File: config.mk
export PLATFORM = sky130hd
export DESIGN_NAME = heartbeat_loss_detector_top
export DESIGN_NICKNAME = d
export VERILOG_FILES = /design/src/hw/rtl/hbld_pkg.sv /design/src/hw/rtl/hbld_cfg.sv /design/src/hw/rtl/hbld_chan.sv /design/src/hw/rtl/heartbeat_loss_detector_top.sv
export SDC_FILE = /design/constraint.sdc
export NUM_CORES = 1
export LEC_CHECK = 0
export ABC_CLOCK_PERIOD_IN_PS = 7700
export BUFFER_PORTS_ARGS = -buffer_cell sky130_fd_sc_hd__buf_2
export CAP_MARGIN = 20
export CELL_PAD_IN_SITES_DETAIL_PLACEMENT = 0
export CELL_PAD_IN_SITES_GLOBAL_PLACEMENT = 1
export CORE_MARGIN = 2
export CORE_UTILIZATION = 25
export DETAILED_ROUTE_END_ITERATION = 8
export PLACE_DENSITY_LB_ADDON = 0.1
export RECOVER_POWER = 100
export SYNTH_ARGS = -nofsm -noshare
export SYNTH_HDL_FRONTEND = slang
export SYNTH_SLANG_ARGS = --single-unit
File: constraint.sdc
create_clock -name clk -period 7.7 [get_ports clk]
set_input_delay 0.385 -clock clk [delete_from_list [all_inputs] [get_ports clk]]
set_output_delay 0.385 -clock clk [all_outputs]
set_load 0.03 [all_outputs]
File: src/hw/rtl/hbld_pkg.sv
// ---------------------------------------------------------------------------
// hbld_pkg
// Shared types and constants for the heartbeat loss detector: command codes,
// register map, beat payload structs and per-channel control.
// ---------------------------------------------------------------------------
package hbld_pkg;

    // Item kinds
    localparam logic [1:0] CMD_TICK      = 2'd0;
    localparam logic [1:0] CMD_HEARTBEAT = 2'd1;
    localparam logic [1:0] CMD_SCAN      = 2'd2;

    // Register map (index = byte address / 4)
    localparam int          PADDR_W        = 5;
    localparam int          REG_IDX_W      = 3;
    localparam logic [2:0]  REG_TIMEOUT_0  = 3'd0;
    localparam logic [2:0]  REG_TIMEOUT_1  = 3'd1;
    localparam logic [2:0]  REG_TIMEOUT_2  = 3'd2;
    localparam logic [2:0]  REG_TIMEOUT_3  = 3'd3;
    localparam logic [2:0]  REG_MISS_LIMIT = 3'd4;

    localparam int TIMEOUT_REGS = 4;
    localparam int TIMEOUT_W    = 16;
    localparam int MISS_W       = 10;
    localparam int FLAGS_W      = 4;

    // Reset values of the registers
    localparam logic [TIMEOUT_W-1:0] TIMEOUT_RST_LOW  = 16'd1000;
    localparam logic [TIMEOUT_W-1:0] TIMEOUT_RST_HIGH = 16'd1500;
    localparam logic [MISS_W-1:0]    MISS_LIMIT_RST   = 10'd500;
    localparam logic [MISS_W-1:0]    MISS_TOP         = 10'd1023;

    typedef logic [TIMEOUT_REGS-1:0][TIMEOUT_W-1:0] timeout_arr_t;

    typedef struct packed {
        logic [1:0] cmd;
        logic [1:0] channel;
    } in_beat_t;

    typedef struct packed {
        logic [FLAGS_W-1:0] lost_flags;
        logic               selected_lost;
    } out_beat_t;

    typedef struct packed {
        logic heartbeat;
        logic scan;
    } chan_ctl_t;

endpackage

File: src/hw/rtl/hbld_cfg.sv
// ---------------------------------------------------------------------------
// hbld_cfg
// APB register file: four channel timeouts and the miss limit.
// ---------------------------------------------------------------------------
module hbld_cfg
(
    input  logic                          clk,
    input  logic                          rst_n,
    input  logic                          psel,
    input  logic                          penable,
    input  logic                          pwrite,
    input  logic [hbld_pkg::PADDR_W-1:0]  paddr,
    input  logic [31:0]                   pwdata,
    output logic [31:0]                   prdata,
    output logic                          pready,
    output hbld_pkg::timeout_arr_t        timeouts,
    output logic [hbld_pkg::MISS_W-1:0]   miss_limit
);

    hbld_pkg::timeout_arr_t              timeout_reg;
    logic [hbld_pkg::MISS_W-1:0]         miss_limit_reg;
    logic [hbld_pkg::REG_IDX_W-1:0]      reg_idx;
    logic                                wr_en;

    assign pready  = 1'b1;
    assign reg_idx = paddr[hbld_pkg::PADDR_W-1:2];
    assign wr_en   = psel && penable && pwrite;

    // Write registers on the access phase
    always_ff @(posedge clk or negedge rst_n)
    begin
        if (!rst_n)
        begin
            timeout_reg[0] <= hbld_pkg::TIMEOUT_RST_LOW;
            timeout_reg[1] <= hbld_pkg::TIMEOUT_RST_LOW;
            timeout_reg[2] <= hbld_pkg::TIMEOUT_RST_LOW;
            timeout_reg[3] <= hbld_pkg::TIMEOUT_RST_HIGH;
            miss_limit_reg <= hbld_pkg::MISS_LIMIT_RST;
        end
        else if (wr_en)
        begin
            unique case (reg_idx)
                hbld_pkg::REG_TIMEOUT_0:  timeout_reg[0] <= pwdata[hbld_pkg::TIMEOUT_W-1:0];
                hbld_pkg::REG_TIMEOUT_1:  timeout_reg[1] <= pwdata[hbld_pkg::TIMEOUT_W-1:0];
                hbld_pkg::REG_TIMEOUT_2:  timeout_reg[2] <= pwdata[hbld_pkg::TIMEOUT_W-1:0];
                hbld_pkg::REG_TIMEOUT_3:  timeout_reg[3] <= pwdata[hbld_pkg::TIMEOUT_W-1:0];
                hbld_pkg::REG_MISS_LIMIT: miss_limit_reg <= pwdata[hbld_pkg::MISS_W-1:0];
                default: ;
            endcase
        end
    end

    // Read mux
    always_comb
    begin
        unique case (reg_idx)
            hbld_pkg::REG_TIMEOUT_0:  prdata = {16'd0, timeout_reg[0]};
            hbld_pkg::REG_TIMEOUT_1:  prdata = {16'd0, timeout_reg[1]};
            hbld_pkg::REG_TIMEOUT_2:  prdata = {16'd0, timeout_reg[2]};
            hbld_pkg::REG_TIMEOUT_3:  prdata = {16'd0, timeout_reg[3]};
            hbld_pkg::REG_MISS_LIMIT: prdata = {22'd0, miss_limit_reg};
            default:                  prdata = 32'd0;
        endcase
    end

    assign timeouts   = timeout_reg;
    assign miss_limit = miss_limit_reg;

endmodule

File: src/hw/rtl/hbld_chan.sv
// ---------------------------------------------------------------------------
// hbld_chan
// One watchdog channel: heartbeat stamp, miss counter and lost flag, updated
// on a heartbeat or scan.
// ---------------------------------------------------------------------------
module hbld_chan
#(
    parameter int TIME_WIDTH = 32
)
(
    input  logic                            clk,
    input  logic                            rst_n,
    input  hbld_pkg::chan_ctl_t             ctl,
    input  logic [TIME_WIDTH-1:0]           now,
    input  logic [hbld_pkg::TIMEOUT_W-1:0]  timeout,
    input  logic [hbld_pkg::MISS_W-1:0]     miss_limit,
    output logic                            lost_next
);

    logic [TIME_WIDTH-1:0]        last_seen_reg;
    logic [TIME_WIDTH-1:0]        last_seen_next;
    logic [hbld_pkg::MISS_W-1:0]  miss_count_reg;
    logic [hbld_pkg::MISS_W-1:0]  miss_count_next;
    logic                         lost_reg;
    logic [TIME_WIDTH-1:0]        stamp;
    logic [TIME_WIDTH-1:0]        elapsed;
    logic [hbld_pkg::MISS_W-1:0]  miss_inc;
    logic                         expired;

    // Pull a stamp that lies ahead of now back to one tick before now
    assign stamp   = (now < last_seen_reg) ? (now - 1'b1) : last_seen_reg;
    assign elapsed = now - stamp;
    assign expired = elapsed > {{(TIME_WIDTH-hbld_pkg::TIMEOUT_W){1'b0}}, timeout};
    assign miss_inc = (miss_count_reg < hbld_pkg::MISS_TOP) ? (miss_count_reg + 1'b1)
                                                            : miss_count_reg;

    // Next channel state
    always_comb
    begin
        last_seen_next  = last_seen_reg;
        miss_count_next = miss_count_reg;
        lost_next       = lost_reg;
        if (ctl.heartbeat)
        begin
            last_seen_next = now;
        end
        else if (ctl.scan)
        begin
            last_seen_next = stamp;
            if (expired)
            begin
                if (miss_inc > miss_limit)
                begin
                    miss_count_next = '0;
                    lost_next       = 1'b1;
                end
                else
                begin
                    miss_count_next = miss_inc;
                end
            end
            else
            begin
                miss_count_next = '0;
                lost_next       = 1'b0;
            end
        end
    end

    always_ff @(posedge clk or negedge rst_n)
    begin
        if (!rst_n)
        begin
            last_seen_reg  <= '0;
            miss_count_reg <= '0;
            lost_reg       <= 1'b0;
        end
        else
        begin
            last_seen_reg  <= last_seen_next;
            miss_count_reg <= miss_count_next;
            lost_reg       <= lost_next;
        end
    end

endmodule

File: src/hw/rtl/heartbeat_loss_detector_top.sv
// ---------------------------------------------------------------------------
// heartbeat_loss_detector_top
// Multi-channel heartbeat watchdog with an APB register file.
// ---------------------------------------------------------------------------
// Each input beat is a tick, a heartbeat for one channel, or a scan of all
// channels, and returns exactly one output beat with the lost flags of the
// first four channels and the flag of the named channel, as they stand after
// that item. An accepted beat lands in an input register; when it moves on,
// it updates the time counter and the channel units and is written to the
// output register at the same edge. Throughput is one item per cycle; the
// output register keeps taking items as long as the sink does not stall.
// Timeouts and the miss limit must be written over APB at byte addresses 0x0
// to 0x10 only while the block is idle; the block does not enforce this.
module heartbeat_loss_detector_top
#(
    parameter int CHANNELS   = 4,
    parameter int TIME_WIDTH = 32
)
(
    input  logic                          clk,
    input  logic                          rst_n,
    input  logic                          in_valid,
    output logic                          in_stall,
    input  hbld_pkg::in_beat_t            in_data,
    output logic                          out_valid,
    input  logic                          out_stall,
    output hbld_pkg::out_beat_t           out_data,
    input  logic                          psel,
    input  logic                          penable,
    input  logic                          pwrite,
    input  logic [hbld_pkg::PADDR_W-1:0]  paddr,
    input  logic [31:0]                   pwdata,
    output logic [31:0]                   prdata,
    output logic                          pready
);

    hbld_pkg::timeout_arr_t               timeouts;
    logic [hbld_pkg::MISS_W-1:0]          miss_limit;

    logic                                 s1_valid_reg;
    hbld_pkg::in_beat_t                   s1_data_reg;
    logic                                 s1_adv;
    logic                                 in_take;

    logic [TIME_WIDTH-1:0]                now_reg;
    logic [CHANNELS-1:0]                  lost_next;
    logic [hbld_pkg::FLAGS_W-1:0]         flags;

    logic                                 out_valid_reg;
    hbld_pkg::out_beat_t                  out_data_reg;

    hbld_cfg u_cfg
    (
        .clk        (clk),
        .rst_n      (rst_n),
        .psel       (psel),
        .penable    (penable),
        .pwrite     (pwrite),
        .paddr      (paddr),
        .pwdata     (pwdata),
        .prdata     (prdata),
        .pready     (pready),
        .timeouts   (timeouts),
        .miss_limit (miss_limit)
    );

    // Handshake: input register moves on when the output register is free
    assign s1_adv   = s1_valid_reg && (!out_valid_reg || !out_stall);
    assign in_stall = s1_valid_reg && !s1_adv;
    assign in_take  = in_valid && !in_stall;

    always_ff @(posedge clk or negedge rst_n)
    begin
        if (!rst_n)
        begin
            s1_valid_reg <= 1'b0;
        end
        else if (in_take)
        begin
            s1_valid_reg <= 1'b1;
        end
        else if (s1_adv)
        begin
            s1_valid_reg <= 1'b0;
        end
    end

    always_ff @(posedge clk)
    begin
        if (in_take)
        begin
            s1_data_reg <= in_data;
        end
    end

    // Advance the time counter on a tick
    always_ff @(posedge clk or negedge rst_n)
    begin
        if (!rst_n)
        begin
            now_reg <= '0;
        end
        else if (s1_adv && (s1_data_reg.cmd == hbld_pkg::CMD_TICK))
        begin
            now_reg <= now_reg + 1'b1;
        end
    end

    // Channel units
    for (genvar i = 0; i < CHANNELS; i++)
    begin : g_chan
        hbld_pkg::chan_ctl_t           ctl;
        logic [hbld_pkg::TIMEOUT_W-1:0] chan_timeout;

        assign ctl.heartbeat = s1_adv && (s1_data_reg.cmd == hbld_pkg::CMD_HEARTBEAT)
                               && (32'(s1_data_reg.channel) == 32'(i));
        assign ctl.scan      = s1_adv && (s1_data_reg.cmd == hbld_pkg::CMD_SCAN);

        if (i < hbld_pkg::TIMEOUT_REGS)
        begin : g_own
            assign chan_timeout = timeouts[i];
        end
        else
        begin : g_shared
            assign chan_timeout = timeouts[hbld_pkg::TIMEOUT_REGS-1];
        end

        hbld_chan #(.TIME_WIDTH(TIME_WIDTH)) u_chan
        (
            .clk        (clk),
            .rst_n      (rst_n),
            .ctl        (ctl),
            .now        (now_reg),
            .timeout    (chan_timeout),
            .miss_limit (miss_limit),
            .lost_next  (lost_next[i])
        );
    end

    // Report the first four channels; missing ones read as not lost
    for (genvar j = 0; j < hbld_pkg::FLAGS_W; j++)
    begin : g_flag
        if (j < CHANNELS)
        begin : g_used
            assign flags[j] = lost_next[j];
        end
        else
        begin : g_unused
            assign flags[j] = 1'b0;
        end
    end

    // Output register
    always_ff @(posedge clk or negedge rst_n)
    begin
        if (!rst_n)
        begin
            out_valid_reg <= 1'b0;
        end
        else if (s1_adv)
        begin
            out_valid_reg <= 1'b1;
        end
        else if (!out_stall)
        begin
            out_valid_reg <= 1'b0;
        end
    end

    always_ff @(posedge clk)
    begin
        if (s1_adv)
        begin
            out_data_reg.lost_flags    <= flags;
            out_data_reg.selected_lost <= flags[s1_data_reg.channel];
        end
    end

    assign out_valid = out_valid_reg;
    assign out_data  = out_data_reg;

    // Checks
    a_adv_fills_out: assert property (@(posedge clk) disable iff (!rst_n)
        s1_adv |=> out_valid_reg)
        else $error("output register not loaded after advance");

    a_selected_in_flags: assert property (@(posedge clk) disable iff (!rst_n)
        (out_valid_reg && out_data_reg.selected_lost) |-> (out_data_reg.lost_flags != '0))
        else $error("selected flag set with no lost flag");

    a_tick_counts: assert property (@(posedge clk) disable iff (!rst_n)
        (s1_adv && (s1_data_reg.cmd == hbld_pkg::CMD_TICK))
            |=> (now_reg == $past(now_reg) + 1'b1))
        else $error("time counter missed a tick");

    a_no_tick_holds: assert property (@(posedge clk) disable iff (!rst_n)
        !(s1_adv && (s1_data_reg.cmd == hbld_pkg::CMD_TICK)) |=> $stable(now_reg))
        else $error("time counter moved without a tick");

endmodule
==> flow_summary.rst, run 1 <==
.. list-table::
   :header-rows: 1

   * - Metric
     - Value
   * - H-Tree Level Count
     - 2
   * - PD cells
     - 420.5 nW/um^2
   * - Synthesis-stage register bit count
     - 289
   * - Die area
     - 121000 sq um
   * - Arrival time of data at the critical path endpoint
     - 8360 ps
   * - Shortest period the worst path allows
     - 7838 ps
   * - Async set-reset flop share out of synthesis
     - 0.9689
   * - Nets@finish
     - 4660
   * - Placement Setup Slack
     - -1384 ps
   * - Number of antenna violations at the first check in global routing
     - 0
   * - Die Wd
     - 347.8 microns
   * - Via count of the first global-routing pass
     - 29050
   * - Routed len/inst
     - 24.14 microns
   * - Number of enable flip-flop cells after synthesis
     - 9
   * - Flip-flop count of the largest register after layout
     - 128
   * - DRC violation total after the first TritonRoute iteration
     - 2030
   * - DR DRC count
     - 0
   * - Failing checks
     - max-capacitance violations, max-slew violations, negative setup slack
   * - Worst hold-check slack
     - 40.97 ps
   * - Number of vias after detailed routing
     - 30320
   * - Type of origin of the critical path
     - register
   * - Kind of end point of the critical path
     - register
   * - Maximum fanout count along the critical path
     - 15
   * - Buffer type at the clock tree root
     - clkbuf_16
   * - Grt ovf
     - 0
   * - Number of antenna repair diodes
     - 0
   * - Worst clock skew
     - 48.40 ps
   * - Unrepaired setup endpoints after global routing
     - true
   * - Global-route wire length before repair
     - 205700 microns
   * - Worst reg2reg setup slack
     - -140 ps
   * - Setup slack of the critical path after layout
     - -137.7 ps
   * - Clock sinks
     - 289
   * - Floorplan Core Area
     - 117600 sq um
   * - Starting density of the core
     - 0.2513
   * - Number of I/O port buffers
     - 52
   * - DR vias/cell
     - 5.193
   * - Sequential-to-total area share from yosys stat
     - 0.2476
   * - Status
     - complete, but fails checks
   * - Fin crit share
     - 1.018
   * - CP max stage cell
     - xnor2_1
   * - Final core utilization
     - 0.3321
   * - Data required, critical path
     - 8220 ps
   * - Number of cells in the finished layout apart from fillers
     - 5839
   * - Number of distinct library cell variants in the gate-level netlist after synthesis
     - 109
   * - Number of max-cap violations
     - 5
   * - Worst-margin pin slew
     - 6310 ps
   * - Number of pins exceeding their max-slew limit in the final report
     - 215
   * - Signed area change from the synthesized netlist to the final layout
     - 32.17%
   * - Clock transition time at the flip-flop clock pins of the worst setup and hold paths
     - 60 ps
   * - Longest individual stage delay on the worst path
     - 560 ps
   * - Final setup viols
     - 13
   * - Worst reg2reg path depth
     - 35
   * - Endpoints failing hold
     - 0
   * - Global-route usage over all layers
     - 0.2265
   * - Hold Path Stages
     - 3
   * - Max rail drop VDD
     - 0.2252 mV
   * - Setup Crit Path Kind
     - reg -> reg
   * - Number of rows in the core area
     - 126
   * - Post-Syn Area
     - 29550 sq um
   * - TritonCTS clock tree
     - done
   * - Clock tree buffer depth
     - 3
   * - Antenna Nets Post-Route
     - 0
   * - TritonCTS Buffers
     - 43
   * - Worst-Skew Late Latency
     - 640 ps
   * - 1st-pass router iterations
     - 6
   * - Top-Level Pins
     - 88
   * - Maximum number of pins on one net before global-route repair
     - 133
   * - Hold Crit Class
     - in -> reg
   * - Placed cell count
     - 5644
   * - F_max
     - 127.6 MHz
   * - Synthesis warning total
     - 0
   * - Most used flip-flop cell after synthesis
     - dfrtp_1
   * - Mean area per synthesized cell
     - 7.855 sq um
   * - Placed Area
     - 34740 sq um
   * - Ratio of cells with drive above 1 in the final layout
     - 0.2403
   * - Routed wire length
     - 141000 microns
   * - Static leakage
     - 17.95 nW
   * - Final Instance Area
     - 39060 sq um
   * - Global placement routability congestion
     - 0.8676
   * - Slew headroom
     - -3.207
   * - DP HPWL
     - 108300 microns
   * - Vert. Die Dim
     - 347.8 microns
   * - Instance count of the mapped netlist
     - 3762
==> logic make-up after synthesis <==
group,after synthesis,synth area share
flip-flops,289,0.2476
AND/OR/NAND/NOR,1144,0.1851
AO/OA/AOI/OAI,1243,0.2721
XOR/XNOR,171,0.05094
multiplexers,71,0.02879
adder cells (fa/ha/maj),350,0.1483
buffers and inverters,492,0.06699
other,2,0.0002541
==> what timing repair did <==
item                       CTS  global route
setup endpoints to repair   49            49
gates cloned                 4             2
gates resized for setup    209           187
buffers inserted            42            70
hold buffers                 8             0
hold endpoints to repair    82             0
pin swaps                   57           137
==> cell usage after synthesis, drive strengths merged, types with 35 or more instances <==
cell type / number / area (sq um)
nand4: 82 / 513.0
clkbuf: 171 / 641.9
dfrtp: 249 / 6231
ha: 339 / 4242
and3: 41 / 256.5
nand3: 91 / 455.4
nand2b: 37 / 231.5
o21ai: 322 / 1619
nor2b: 35 / 219.0
mux2: 42 / 473.0
nand2: 352 / 1321
xnor2: 122 / 1076
nor2: 307 / 1162
inv: 265 / 994.7
buf: 54 / 335.3
a21o: 108 / 810.8
a22oi: 126 / 945.9
xor2: 49 / 429.2
nor3: 64 / 351.6
a31oi: 37 / 231.5
a21oi: 332 / 1677
==> metal layers <==
layer	GRT usage	wire, microns	vias up	share of wire
li1	-	-	14740	-
met1	0.3084	65440	14900	0.46
met2	0.3865	67410	537	0.48
met3	0.01769	4055	144	0.029
met4	0.05575	4045	0	0.029
met5	0	0	-	0
==> path summary, 6_finish.rpt <==
| kind | from | end |
|---|---|---|
| hold reg to reg | s1_valid_reg | out_valid |
| min in group asynchronous | rst_n | u_cfg.timeouts[29] |
| max in group asynchronous | rst_n | g_chan[0].u_chan.last_seen_reg[14] |
| setup reg to reg | now_reg[11] | g_chan[2].u_chan.miss_count_reg[3] |
| setup / recovery | now_reg[11] | g_chan[2].u_chan.miss_count_reg[3] |
| hold / removal | pwdata[10] | u_cfg.timeouts[10] |
==> through the flow <==
step	power (W)	TNS, ps
floorplan	0.007922	0
global placement	0.01262	-39030
detailed placement	0.01254	-40400
CTS	0.01559	-34.55
global route	0.01757	-13580
finish	0.01642	-1325
==> cell type report <==
cell class	instances	area, sq um
clock buffers	52	1150
clock inverters	26	322.8
fillers	12600	78550
inverters	267	1002
multi-input cells	2997	21900
flip-flops and latches	289	7316
well taps	1536	1922
repair buffers	672	5448
==> cell usage in the layout (no fill, tap or decap), types with 19 or more instances in the layout <==
cell	instances
o211ai_1	23
a22oi_1	124
buf_12	24
dfrtp_1	249
o21ai_0	288
nand3_1	88
ha_1	305
mux2i_1	22
mux2_2	41
a31oi_1	31
a21o_1	107
buf_6	32
buf_2	27
nand2b_1	37
nor3_1	52
o21a_1	32
and3_1	40
clkbuf_1	37
ha_4	31
nor2_1	281
inv_1	263
xnor2_1	112
a21oi_1	295
a211oi_1	22
xor2_1	47
and2_1	19
dfstp_2	31
clkbuf_16	45
o21ai_1	19
buf_4	535
nor2b_1	33
a21oi_2	29
nand4_1	82
nand2_1	339
==> worst max-delay path, delay by kind of cell (launching register included) <==
family / cells / cell delay [ps]
AND/OR/NAND/NOR: 11 / 1860
multiplexers: 1 / 160
flip-flops: 1 / 380
XOR/XNOR: 1 / 560
AO/OA/AOI/OAI: 12 / 2690
buffers and inverters: 7 / 1230
adder cells (fa/ha/maj): 3 / 820
==> power breakdown <==
| group | leakage (nW) | total [W] | switching (W) | internal (W) |
|---|---|---|---|---|
| Sequential | 3.72 | 0.00198 | 0.000201 | 0.00178 |
| Combinational | 13.5 | 0.0123 | 0.00673 | 0.00556 |
| Clock | 0.726 | 0.00216 | 0.000888 | 0.00127 |
| Total | 18.0 | 0.0164 | 0.00782 | 0.00860 |
Note: power is estimated with default switching activity, not from simulation.
==> run 2, diff against run 1 <==
--- a/config.mk
+++ b/config.mk
@@ -5,16 +5,18 @@
 export SDC_FILE = /design/constraint.sdc
 export NUM_CORES = 1
 export LEC_CHECK = 0
-export ABC_CLOCK_PERIOD_IN_PS = 7700
+export ABC_CLOCK_PERIOD_IN_PS = 7050
 export BUFFER_PORTS_ARGS = -buffer_cell sky130_fd_sc_hd__buf_2
 export CAP_MARGIN = 20
 export CELL_PAD_IN_SITES_DETAIL_PLACEMENT = 0
 export CELL_PAD_IN_SITES_GLOBAL_PLACEMENT = 1
+export CORE_ASPECT_RATIO = 0.9
 export CORE_MARGIN = 2
 export CORE_UTILIZATION = 25
 export DETAILED_ROUTE_END_ITERATION = 8
 export PLACE_DENSITY_LB_ADDON = 0.1
 export RECOVER_POWER = 100
+export SKIP_LAST_GASP = 1
 export SYNTH_ARGS = -nofsm -noshare
 export SYNTH_HDL_FRONTEND = slang
 export SYNTH_SLANG_ARGS = --single-unit
==> constraint.sdc (replaced) <==
create_clock -name clk -period 7.05 [get_ports clk]
set_input_delay 0.3525 -clock clk [delete_from_list [all_inputs] [get_ports clk]]
set_output_delay 0.3525 -clock clk [all_outputs]
set_load 0.03 [all_outputs]
==> flow_summary.rst, run 2 (synthesized netlist as in run 1, its figures left out) <==
.. list-table::
   :header-rows: 1

   * - Metric
     - Value
   * - Status
     - complete, but fails checks (unchanged)
   * - Failing checks
     - max-capacitance violations, max-slew violations, negative setup slack (unchanged)
   * - Clock tree buffer depth
     - 3 (unchanged)
   * - Setup slack of the critical path after layout
     - -600.6 ps (was -137.7 ps)
   * - Routed length on met2
     - 63770 microns (was 67410 microns)
   * - Number of max-cap violations
     - 10 (was 5)
   * - Global placement routability congestion
     - 0.9034 (was 0.8676)
   * - DRC violation total after the first TritonRoute iteration
     - 2369 (was 2030)
   * - Routed wl met3
     - 8330 microns (was 4055 microns)
   * - Placement Setup Slack
     - -1058 ps (was -1384 ps)
   * - Worst-margin pin slew
     - 4289 ps (was 6310 ps)
   * - Starting density of the core
     - 0.2522 (was 0.2513)
   * - Antenna Nets Post-Route
     - 0 (unchanged)
   * - Arrival time of data at the critical path endpoint
     - 8200 ps (was 8360 ps)
   * - Leading cell type in the layout, fill and taps excluded
     - buf_4 (unchanged)
   * - Fin crit share
     - 1.085 (was 1.018)
   * - Kind of end point of the critical path
     - register (unchanged)
   * - Static leakage
     - 19.35 nW (was 17.95 nW)
   * - Cell repeated most along the worst path
     - buf_4
   * - DR DRC count
     - 0 (unchanged)
   * - Maximum fanout count along the critical path
     - 4 (was 15)
   * - Routed wire length
     - 148900 microns (was 141000 microns)
   * - Worst-Skew Late Latency
     - 630 ps (was 640 ps)
   * - Clock transition time at the flip-flop clock pins of the worst setup and hold paths
     - 60 ps (about the same)
   * - Die area
     - 121000 sq um (about the same)
   * - Clock sinks
     - 289 (unchanged)
   * - Clock share of power
     - 0.127 (was 0.131)
   * - Global-route usage over all layers
     - 0.2411 (was 0.2265)
   * - Buffer type at the clock tree root
     - clkbuf_16 (unchanged)
   * - Number of I/O port buffers
     - 52 (unchanged)
   * - Worst clock skew
     - 34.62 ps (was 48.40 ps)
   * - CP max stage cell
     - dfrtp_2 (was xnor2_1)
   * - Top-Level Pins
     - 88 (unchanged)
   * - Final Instance Area
     - 41890 sq um (was 39060 sq um)
   * - Hold Path Stages
     - 2 (was 3)
   * - Max rail drop VDD
     - 0.2713 mV (was 0.2252 mV)
   * - H-Tree Level Count
     - 2 (unchanged)
   * - Highest layer used for signal routing
     - met4 (unchanged)
   * - Ratio of cells with drive above 1 in the final layout
     - 0.3008 (was 0.2403)
   * - Flip-flop count of the largest register after layout
     - 128 (unchanged)
   * - Number of rows in the core area
     - 119 (was 126)
   * - Commonest cells after routing, fill and taps aside
     - 770 x buf_4, 340 x nand2_1, 283 x a21oi_1, 283 x o21ai_0, 281 x nor2_1 (was 535 x buf_4, 339 x nand2_1, 305 x ha_1, 295 x a21oi_1, 288 x o21ai_0)
   * - Fraction of power spent switching nets
     - 0.4613 (was 0.4763)
   * - Metal-1 WL
     - 74280 microns (was 65440 microns)
   * - PD cells
     - 448.2 nW/um^2 (was 420.5 nW/um^2)
   * - Slew headroom
     - -1.860 (was -3.207)
   * - Data required, critical path
     - 7600 ps (was 8220 ps)
   * - Maximum number of pins on one net before global-route repair
     - 123 (was 133)
   * - TritonCTS Buffers
     - 44 (was 43)
   * - Placed Area
     - 36480 sq um (was 34740 sq um)
   * - Type of origin of the critical path
     - register (unchanged)
   * - DR vias/cell
     - 5.175 (was 5.193)
   * - Number of vias after detailed routing
     - 31900 (was 30320)
   * - Die Wd
     - 366.4 microns (was 347.8 microns)
   * - Signed area change from the synthesized netlist to the final layout
     - 41.75% (was 32.17%)
   * - F_max
     - 130.7 MHz (was 127.6 MHz)
   * - DP HPWL
     - 115400 microns (was 108300 microns)
   * - Global-route wire length before repair
     - 217700 microns (was 205700 microns)
   * - Floorplan Core Area
     - 117200 sq um (was 117600 sq um)
   * - Unrepaired setup endpoints after global routing
     - true (unchanged)
   * - Grt ovf
     - 0 (unchanged)
   * - Sequential group share of total power
     - 0.115 (was 0.120)
   * - Setup Crit Path Kind
     - reg -> reg (unchanged)
   * - Cell-internal power
     - 0.01011 W (was 0.008600 W)
   * - Nets@finish
     - 4947 (was 4660)
   * - Shortest period the worst path allows
     - 7651 ps (was 7838 ps)
   * - Combinational share of power
     - 0.758 (was 0.748)
   * - Endpoints failing hold
     - 0 (unchanged)
   * - Number of pins exceeding their max-slew limit in the final report
     - 469 (was 215)
   * - Final setup viols
     - 50 (was 13)
   * - Longest individual stage delay on the worst path
     - 430 ps (was 560 ps)
   * - Via count of the first global-routing pass
     - 31210 (was 29050)
   * - Switching Power
     - 0.008660 W (was 0.007822 W)
   * - Routed len/inst
     - 24.15 microns (was 24.14 microns)
   * - Worst reg2reg path depth
     - 54 (was 35)
   * - 1st-pass router iterations
     - 6 (unchanged)
   * - Hold Crit Class
     - in -> reg (unchanged)
   * - Vert. Die Dim
     - 330.2 microns (was 347.8 microns)
   * - TritonCTS clock tree
     - done (unchanged)
   * - Number of antenna violations at the first check in global routing
     - 7 (was 0)
## run 2: cell count changes in the layout (fill, tap and decap cells not counted), sizes merged, moves of 2 or more
cell,previous run,this run
clkbuf,87,111
buf,627,888
bufinv,6,4
bufbuf,2,0
clkinv,19,15
dlygate4sd3,8,19
## run 2: power by group through the flow
stage | clock network [W] | registers, W | logic (W)
6_report | 0.00238 | 0.00216 | 0.0142
3_3_place_gp | 0 | 0.00218 | 0.0118
4_1_cts | 0.00245 | 0.00216 | 0.0136
2_1_floorplan | 0 | 0.00214 | 0.00666
5_1_grt | 0.00251 | 0.00219 | 0.0153
3_5_place_dp | 0 | 0.00218 | 0.0118
## run 2: final cells by class
cell class / instances / area, sq um
clock inverters: 18 / 192.7
clock buffers: 62 / 1290
repair buffers: 956 / 7634
fillers: 12380 / 75290
diodes: 1 / 2.502
well taps: 1573 / 1968
inverters: 267 / 1002
flip-flops and latches: 289 / 7331
multi-input cells: 2999 / 22470
## run 2: worst paths after layout
path | from | end | slack [ps]
worst max-delay path | now_reg[2] | g_chan[1].u_chan.last_seen_reg[2] | -600
worst min-delay path | pwdata[0] | u_cfg.timeouts[32] | 50
max in group asynchronous | rst_n | now_reg[30] | 740
worst min register to register | s1_valid_reg | out_valid | 490
min in group asynchronous | rst_n | u_cfg.timeouts[18] | 1780
worst max register to register | now_reg[2] | g_chan[1].u_chan.last_seen_reg[2] | -600
## run 2: per-stage QoR
step | TNS (ps) | cells | hold slack (ps) | total power [W] | utilization
after floorplan | -236.4 | 3777 | 56.91 | 0.008798 | -
after global placement | -40090 | 5880 | 353.0 | 0.01402 | 0.3113
after detailed placement | -42280 | 5880 | 360.9 | 0.01393 | 0.3113
after CTS | -6415 | 6105 | 5.745 | 0.01822 | 0.3504
after global routing | -28180 | 6164 | 20.70 | 0.02004 | 0.3574
final | -13400 | 6165 | 48.38 | 0.01877 | 0.3575
## run 2: what timing repair did
item,in CTS,in global routing
hold buffers,19,0
gates resized for setup,368,101
endpoints found under the hold margin,88,0
setup buffers,131,60
gates cloned,4,0
endpoints found under the setup margin,49,50
pin swaps,133,86
## run 2: worst max-delay path, delay by kind of cell, from the launching register on
family	cells	cell delay, ps
buffers and inverters	45	5610
flip-flops	1	430
AND/OR/NAND/NOR	2	190
adder cells (fa/ha/maj)	1	200
AO/OA/AOI/OAI	6	1120
## run 2: metal layers
layer,GRT usage,vias to the layer above
li1,-,15290
met1,0.3570,15780
met2,0.3688,702
met3,0.03995,127
met4,0.04142,0
met5,0,-
